--- config.mk ---
export PLATFORM = sky130hd
export DESIGN_NAME = nta_sq_unit
export DESIGN_NICKNAME = d
export VERILOG_FILES = /design/src/rtl/core/nta_pkg.sv /design/src/rtl/core/nta_sq_unit.sv
export SDC_FILE = /design/constraint.sdc
export NUM_CORES = 1
export LEC_CHECK = 0
export ABC_CLOCK_PERIOD_IN_PS = 12350
export BUFFER_PORTS_ARGS = -buffer_cell sky130_fd_sc_hd__buf_2
export CORE_MARGIN = 10
export CORE_UTILIZATION = 45
export DETAILED_ROUTE_END_ITERATION = 8
export GPL_ROUTABILITY_DRIVEN = 0
export PLACE_DENSITY_LB_ADDON = 0.3
export SYNTH_ARGS = -nofsm -noshare
export SYNTH_HDL_FRONTEND = slang
export SYNTH_SLANG_ARGS = --single-unit
--- constraint.sdc ---
create_clock -name vclk -period 12.35
set_input_delay 1.235 -clock vclk [all_inputs]
set_output_delay 1.235 -clock vclk [all_outputs]
set_load 0.02 [all_outputs]
--- src/rtl/core/nta_pkg.sv ---
// Package for the nearest-track association block: field widths, codes,
// sequencer states and the track table entry type. No dependencies.
`default_nettype none

package nta_pkg;

    // Field widths
    localparam int COORD_W    = 12;
    localparam int GATE_W     = 12;
    localparam int STALE_W    = 16;
    localparam int FRAME_W    = 32;
    localparam int SQ_W       = 2 * COORD_W;
    localparam int DIST_W     = SQ_W + 1;
    localparam int TRACK_ID_W = 6;
    localparam int STATUS_W   = 2;
    localparam int CFG_IDX_W  = 1;
    localparam int CFG_DATA_W = 16;

    // Defaults
    localparam int MAX_TRACKS_DEF = 64;
    localparam logic [GATE_W-1:0]  GATE_RESET  = GATE_W'(100);
    localparam logic [STALE_W-1:0] STALE_RESET = STALE_W'(300);

    // Operation codes
    localparam logic OP_DETECT = 1'b0;
    localparam logic OP_FRAME  = 1'b1;

    // Result status codes
    localparam logic [STATUS_W-1:0] STATUS_MATCH = 2'd0;
    localparam logic [STATUS_W-1:0] STATUS_NEW   = 2'd1;
    localparam logic [STATUS_W-1:0] STATUS_FULL  = 2'd2;

    // Configuration register indexes
    localparam logic [CFG_IDX_W-1:0] CFG_GATE  = 1'b0;
    localparam logic [CFG_IDX_W-1:0] CFG_STALE = 1'b1;

    // Sequencer states
    typedef enum logic [2:0] {
        ST_IDLE,
        ST_GATE,
        ST_SQX,
        ST_SQY,
        ST_CMP,
        ST_DECIDE
    } t_state;

    // One track table entry
    typedef struct packed {
        logic [COORD_W-1:0] x;
        logic [COORD_W-1:0] y;
        logic [FRAME_W-1:0] frame;
    } t_track_entry;

endpackage

`default_nettype wire

--- src/rtl/core/nta_sq_unit.sv ---
// Shared squared-difference unit: (a - b)^2 for two unsigned coordinates.
// Depends on nta_pkg.
`default_nettype none

module nta_sq_unit
    import nta_pkg::*;
(
    input  wire logic [COORD_W-1:0] i_a,
    input  wire logic [COORD_W-1:0] i_b,
    output logic      [SQ_W-1:0]    o_sq
);

    logic [COORD_W-1:0] diff;

    // absolute difference, then one square
    always_comb begin
        diff = (i_a >= i_b) ? (i_a - i_b) : (i_b - i_a);
        o_sq = SQ_W'(diff) * SQ_W'(diff);
    end

endmodule

`default_nettype wire

-- Word level (Yosys, flattened, before mapping)
Index checks and enable logic that the tools add are counted.
- input port bits: 24
- logic and storage cells: 5
- register bits: 0
- output and inout bits: 24
- magnitude comparators: 1
- multipliers: 1
- mux-type cells: 1
- add/subtract/negate cells: 2
- operators with widths (kind ; count):
    $mul A12 B12 Y24 ; 1
    $sub A12 B12 Y12 ; 2
    $ge A12 B12 Y1 ; 1
    $mux W12 ; 1

-- Depth between registers and ports, before layout
Gate-level depths: netlist (run 1).
- depth in word-level cells: 3
- mapped depth: 33
- gate-level depth less buffers: 33

-- Worst setup path before layout (run 1)
No wires, ideal clock.
- path type: input to output
- start point: in i_a[0]
- end point: out o_sq[21]
- required time: 11115 ps
- path buffers: 2
- stages: 32
- path slack: 2646 ps
- arrival time: 8469 ps
- cells stage by stage: inv_1 ha_1 fa_1 nand3b_1 nand2_1 o211ai_2 a31o_2 buf_2 o31ai_1 xnor2_1 clkbuf_1 or2_2 fa_1 inv_1 fa_1 inv_1 fa_1 inv_1 fa_1 inv_1 fa_1 inv_1 ha_1 a21oi_1 nor2b_1 o21a_1 a2111oi_2 o41ai_1 a211o_1 a31o_2 a21oi_1 xnor2_1
- longest elaborated chain between the ends: 3
- elaborated cells on any way between the ends: 5
- classes of those cells: 2 x add/sub; 1 x mul; 1 x order compare; 1 x mux
- RTL lines (what ; RTL line ; RTL):
    start: declaration ; nta_sq_unit.sv:8 ; input wire logic [COORD_W-1:0] i_a,
    $sub A12 B12 Y12 or $ge A12 B12 Y1 (tied branches) ; nta_sq_unit.sv:17 ; diff = (i_a >= i_b) ? (i_a - i_b) : (i_b - i_a);
    $mux W12 (*) ; nta_sq_unit.sv:17 ;
    $mul A12 B12 Y24 (*) ; nta_sq_unit.sv:18 ; o_sq = SQ_W'(diff) * SQ_W'(diff);
    end: declaration ; nta_sq_unit.sv:10 ; output logic [SQ_W-1:0] o_sq
Every way passes the cells marked *; elsewhere a longest branch is shown, timed or not.

-- Worst setup path after layout (run 1)
Ends and elaborated chain as after synthesis.

==> results of run 1 <==
-- metal layers --
| layer | vias to the layer above | wire length, um |
|---|---|---|
| li1 | 1971 | - |
| met1 | 1931 | 4700 |
| met2 | 47 | 5470 |
| met3 | 9 | 233 |
| met4 | 0 | 73 |
| met5 | - | 0 |
-- worst max-delay path by stage --
stage          endpoint  slack, ns  cells past startpoint
2_1_floorplan  o_sq[21]       2.65                     32
3_3_place_gp   o_sq[21]       1.86                     31
3_5_place_dp   o_sq[21]       1.66                     31
4_1_cts        o_sq[21]       1.63                     31
5_1_grt        o_sq[21]       1.11                     31
6_report       o_sq[21]       1.66                     31
-- stage by stage --
step | utilization (%) | instance area [sq um]
finish | 49.5 | 5390
CTS | 49.5 | 5390
global route | 49.5 | 5390
global placement | 49.5 | 5390
floorplan | - | 5030
detailed placement | 49.5 | 5390
-- cell type report --
cell class	instances	area share, %
Tap cell	140	3.25
Timing Repair Buffer	51	4.92
Inverter	177	12.3
Multi-Input combinational cell	428	79.5
-- layout by cell type (no fill, tap or decap), types with 5 or more instances in the layout --
cell type and n:
sky130_fd_sc_hd__fa_1 83, sky130_fd_sc_hd__inv_1 176, sky130_fd_sc_hd__nor2_1 61, sky130_fd_sc_hd__ha_1 78, sky130_fd_sc_hd__o21a_1 6, sky130_fd_sc_hd__o21ai_0 16, sky130_fd_sc_hd__nand2b_1 13, sky130_fd_sc_hd__buf_2 47
sky130_fd_sc_hd__xor2_1 6, sky130_fd_sc_hd__a21oi_1 17, sky130_fd_sc_hd__nor3_1 5, sky130_fd_sc_hd__nand2_1 26, sky130_fd_sc_hd__or2_2 7, sky130_fd_sc_hd__mux2i_1 6, sky130_fd_sc_hd__or3_1 7, sky130_fd_sc_hd__a21o_1 9
sky130_fd_sc_hd__nor2b_1 8, sky130_fd_sc_hd__xnor2_1 24
-- cell families after synthesis --
logic type	count (synthesis)
buffers and inverters	189
adders and majority gates	161
and+or+nand+nor	145
AOI/OAI and AO/OA	80
xor gates and xnor gates	32
muxes	9
other	1
==> summary.log, run 1 <==
qor: worst_setup_path.required 11.11 ns
qor: floorplanning.core_region_area 10,900 sq um
qor: global_route.grt_overflow_total 0
qor: worst_setup_path.cp-startpoint i_a[0]
qor: worst_setup_path.timing.critical_path.slowest_stage_cell sky130_fd_sc_hd__o41ai_1
qor: worst_setup_path.start_kind primary input
qor: synth.synthXorXnorAreaFrac 5.88%
qor: floorplanning.standard_cell_row_count 38
qor: detailed_routing.drt.antenna.violating_nets 0
qor: worst_setup_path.setup.worst_path.end_class output pin
qor: floorplanning.dieWidth 126 um
qor: synth.synth_cell_type_count 55
qor: layout.n_sequential_cell 0
qor: synth.synth.area.mux_share 1.94%
qor: synth.synth_most_common_cell sky130_fd_sc_hd__inv_1
qor: global_route.antenna_violations_before_repair 0
qor: sta.slew_violations 0
qor: floorplanning.die-height 126 um
qor: floorplanning.ioPinCount 48
qor: synth.synth_top_cells_by_area sky130_fd_sc_hd__fa_1 (33%), sky130_fd_sc_hd__ha_1 (19%), sky130_fd_sc_hd__inv_1 (13%)
qor: layout.num-clock-buffers 0
qor: detailed_routing.vias_post_dr 3,958
qor: synth.synth_area_leader_cell sky130_fd_sc_hd__fa_1
qor: layout.area_growth 7.27%
qor: synth.synth_top_cell_area_share 33.1%
qor: global_route.vias_in_the_first_global_route 4,308
qor: placed_design.hpwlAfterDp 9.35 mm
qor: synth.number_of_nets_in_the_synthesized_netlist 802
qor: worst_setup_path.cpPeakStageDelay 0.78 ns
qor: run_status.outcome completed
qor: detailed_routing.detailedRoute.firstIterationViolations 164
qor: sta.timing.setup.tns 0 ns
qor: layout.final_instance_count_excl_fillers 796
qor: global_route.grtUsageTotal 13.4%
qor: synth.ys_seq_area_share 0%
qor: min_path.min_to o_sq[0]
qor: synth.synthesis.instances 617
qor: global_route.use_met2 25.7%
qor: global_route.grt_pass1_wl 18.9 mm
qor: synth.synth_adder_area_share 52.5%
qor: layout.fin_nets 843
qor: sta.setup_viol 0
qor: synth.synth_area_in_compound_gates 11.3%
qor: synth.synth.cell_area 5030 sq um
qor: placed_design.place_ws 1.66 ns
qor: worst_setup_path.criticalPathCategory in2out
qor: flow_run.max-cap-violations 0
qor: layout.final-seq-area 0 sq um
qor: sta.timing_worst_slew_pin_value 0.882 ns
qor: clocking.post_cts_buffers 0
qor: min_path.hold_path_depth 4
qor: synth.yosysWarningCount 0
qor: global_route.grt_use_met3 0.671%
qor: layout.layout-drive-gt1-share 11.1%
qor: detailed_routing.number_of_vias_per_cell_after_detailed_routing 4.97
qor: worst_setup_path.path_max_fanout 14
qor: placed_design.numPlacedInstances 796
qor: synth.largest_family_of_logic_cells_by_synthesized_area adder cells
qor: clocking.cts_hold_buffers 0
qor: sta.layout_setup_ws 1.66 ns
qor: detailed_routing.route.detailed.wl_per_inst 13.2 um
qor: sta.hold_slack 3.35 ns
qor: clocking.gates_resized_cts_repair 0
qor: placed_design.portBuffers 47
qor: synth.syn-mean-instance-area 8.15 sq um
qor: detailed_routing.drt_pass1_iterations 4
qor: layout.antenna_cells_inserted 0
qor: layout.fillers 1,086
qor: sta.fmax 0.0936 GHz
qor: min_path.holdCritStartpoint i_b[0]
qor: synth.ys_top_cells_by_count sky130_fd_sc_hd__inv_1 (176), sky130_fd_sc_hd__fa_1 (83), sky130_fd_sc_hd__ha_1 (78)
qor: sta.unrepaired_setup_endpoints_after_global_routing false
qor: detailed_routing.drc 0
qor: worst_setup_path.arrival 9.45 ns
qor: global_route.pin_count_of_the_biggest_net_entering_global_routing 15
qor: floorplanning.die_area 15,800 sq um
qor: floorplanning.start_util 46.2%
qor: min_path.hp-class in2out
qor: worst_setup_path.critPathBufInv 7
qor: sta.timing.final.hold_violations 0
qor: sta.fin_crit_sh 86.5%
qor: sta.period_minus_slack 10.69 ns
qor: sta.max-slew-margin-rel 41.0%
qor: worst_setup_path.crit_family adder cells
qor: worst_setup_path.cp_common_cell sky130_fd_sc_hd__fa_1
qor: global_route.grt_most_used_layer met2
qor: detailed_routing.routed_wl 10.5 mm
qor: synth.synth_simple_gate_area_share 13.6%
qor: layout.multi_input_area 4290 sq um
qor: global_route.gr-usage-met1 16.6%
Power of run 1 is left out: the tool's default activity adds up to more than one toggle a clock period on the data nets, which glitch-free logic cannot reach.
==> run 2: changes to the inputs <==
--- a/config.mk
+++ b/config.mk
@@ -5,8 +5,9 @@
 export SDC_FILE = /design/constraint.sdc
 export NUM_CORES = 1
 export LEC_CHECK = 0
-export ABC_CLOCK_PERIOD_IN_PS = 12350
+export ABC_CLOCK_PERIOD_IN_PS = 9700
 export BUFFER_PORTS_ARGS = -buffer_cell sky130_fd_sc_hd__buf_2
+export CAP_MARGIN = 20
 export CORE_MARGIN = 10
 export CORE_UTILIZATION = 45
 export DETAILED_ROUTE_END_ITERATION = 8
==> constraint.sdc (replaced) <==
create_clock -name vclk -period 9.7
set_input_delay 0.97 -clock vclk [all_inputs]
set_output_delay 0.97 -clock vclk [all_outputs]
set_load 0.02 [all_outputs]
==> run 2 against run 1 <==
Die area stayed put. First-iteration DRC count is 6.1% lower. Core utilization is 3.2 points higher. Highest routed layer unchanged. Worst setup slack worse by 1.4 ns. Non-clock buffer count is 25 higher. Design area is 6.4% higher. Cell count is 3.1% higher. Via count is 4.6% higher.
==> summary.log, run 2 (synthesized netlist as in run 1, its figures left out) <==
qor: layout.final-seq-area 0 sq um [unchanged]
qor: flow_run.max-cap-violations 0 [unchanged]
qor: worst_setup_path.cp_common_cell sky130_fd_sc_hd__fa_1
qor: min_path.hp-class in2out
qor: sta.timing.setup.tns 0 ns [unchanged]
qor: sta.fin_crit_sh 97.5%
qor: worst_setup_path.crit_family adder cells
qor: layout.n_sequential_cell 0 [unchanged]
qor: layout.fin_nets 868 [+3.0%]
qor: sta.timing_worst_slew_pin_value 0.611 ns [-0.271 ns]
qor: global_route.antenna_violations_before_repair 0 [unchanged]
qor: sta.setup_viol 0 [unchanged]
qor: detailed_routing.drc 0 [unchanged]
qor: detailed_routing.drt.antenna.violating_nets 0 [unchanged]
qor: sta.timing.final.hold_violations 0 [unchanged]
qor: min_path.hold_path_depth 5 [+1]
qor: worst_setup_path.arrival 8.49 ns [-0.96 ns]
qor: global_route.pin_count_of_the_biggest_net_entering_global_routing 13 [-2]
qor: worst_setup_path.path_max_fanout 6 [-8]
qor: sta.period_minus_slack 9.46 ns
qor: detailed_routing.number_of_vias_per_cell_after_detailed_routing 5.04 [+1.4%]
qor: sta.slew_violations 0 [unchanged]
qor: placed_design.portBuffers 47 [unchanged]
qor: detailed_routing.route.detailed.wl_per_inst 13.1 um [-0.17%]
qor: clocking.cts_hold_buffers 0 [unchanged]
qor: min_path.holdCritStartpoint i_b[0]
qor: sta.fmax 0.106 GHz
qor: worst_setup_path.critPathBufInv 6 [-1]
qor: sta.unrepaired_setup_endpoints_after_global_routing true
qor: layout.layout.cells.most_common sky130_fd_sc_hd__inv_1
qor: detailed_routing.vias_post_dr 4,140 [+4.6%]
qor: worst_setup_path.cpPeakStageDelay 0.55 ns [-0.23 ns]
qor: floorplanning.standard_cell_row_count 38 [unchanged]
qor: worst_setup_path.path_depth 29 [-6.5%]
qor: layout.layout-drive-gt1-share 16.7% [+5.6 points]
qor: floorplanning.ioPinCount 48 [unchanged]
qor: layout.num-clock-buffers 0 [unchanged]
qor: floorplanning.dieWidth 126 um [unchanged]
qor: layout.fillers 1,030 [-5.2%]
qor: global_route.grt_pass1_wl 18.7 mm [-0.98%]
qor: min_path.min_to o_sq[0]
qor: run_status.outcome completed
qor: layout.antenna_cells_inserted 0 [unchanged]
qor: global_route.grtUsageTotal 13.2% [-0.11 points]
qor: global_route.vias_in_the_first_global_route 4,349 [+0.95%]
qor: sta.max-slew-margin-rel 59.2% [+18 points]
qor: detailed_routing.detailedRoute.firstIterationViolations 154 [-6.1%]
qor: floorplanning.core_region_area 10,900 sq um [unchanged]
qor: floorplanning.die_area 15,800 sq um [unchanged]
qor: floorplanning.start_util 46.2% [unchanged]
qor: detailed_routing.drt_pass1_iterations 4 [unchanged]
qor: worst_setup_path.setup.worst_path.end_class output pin
qor: floorplanning.die-height 126 um [unchanged]
qor: placed_design.hpwlAfterDp 9.37 mm [+0.28%]
qor: detailed_routing.routed_wl 10.8 mm [+3.0%]
qor: worst_setup_path.timing.critical_path.slowest_stage_cell sky130_fd_sc_hd__fa_1
qor: worst_setup_path.required 8.73 ns [-2.38 ns]
qor: layout.mostFrequentLayoutCells sky130_fd_sc_hd__inv_1 (175), sky130_fd_sc_hd__fa_1 (83), sky130_fd_sc_hd__ha_1 (77)
qor: global_route.grt_overflow_total 0 [unchanged]
qor: worst_setup_path.criticalPathCategory in2out
qor: worst_setup_path.start_kind primary input
qor: layout.area_growth 14.1%
run 2: area by class of cell:
class / count / area (sq um) / area share (%)
inverters: 177 / 664 / 11.6
multi-input cells: 428 / 4440 / 77.4
well taps: 140 / 175 / 3.05
repair buffers: 76 / 459 / 8.01
run 2: worst max-delay path by stage:
stage | endpoint | from
final | o_sq[21] | i_a[0]
after global routing | o_sq[21] | i_a[0]
after CTS | o_sq[21] | i_a[0]
after detailed placement | o_sq[21] | i_a[0]
after floorplan | o_sq[21] | i_a[0]
after global placement | o_sq[21] | i_a[0]
run 2: layer usage:
metal / track usage [%] / up-vias / wire [um]
met1: 16.1 / 2017 / 4490
li1: - / 2014 / -
met4: 1.22 / 0 / 165
met5: 0 / - / 0
met2: 25.8 / 91 / 5700
met3: 0.545 / 18 / 420
run 2: per-stage QoR:
stage                     setup WS, ns  instances  util [%]  cell area, sq um  hold slack [ns]
after floorplan                  0.526        617         -              5030             2.34
after global placement           0.184        812      50.6              5510             2.64
after detailed placement        0.0775        812      50.6              5510             2.66
after CTS                       0.0675        812      50.6              5510             2.66
after global routing           -0.0840        821      52.7              5740             2.71
final                            0.245        821      52.7              5740             2.66
run 2: repair_timing:
action	in CTS	in global routing
setup buffers	0	9
resized for setup	0	28
endpoints found under the setup margin	0	8
hold endpoints to repair	0	0
Power of run 2 is left out for the same reason.
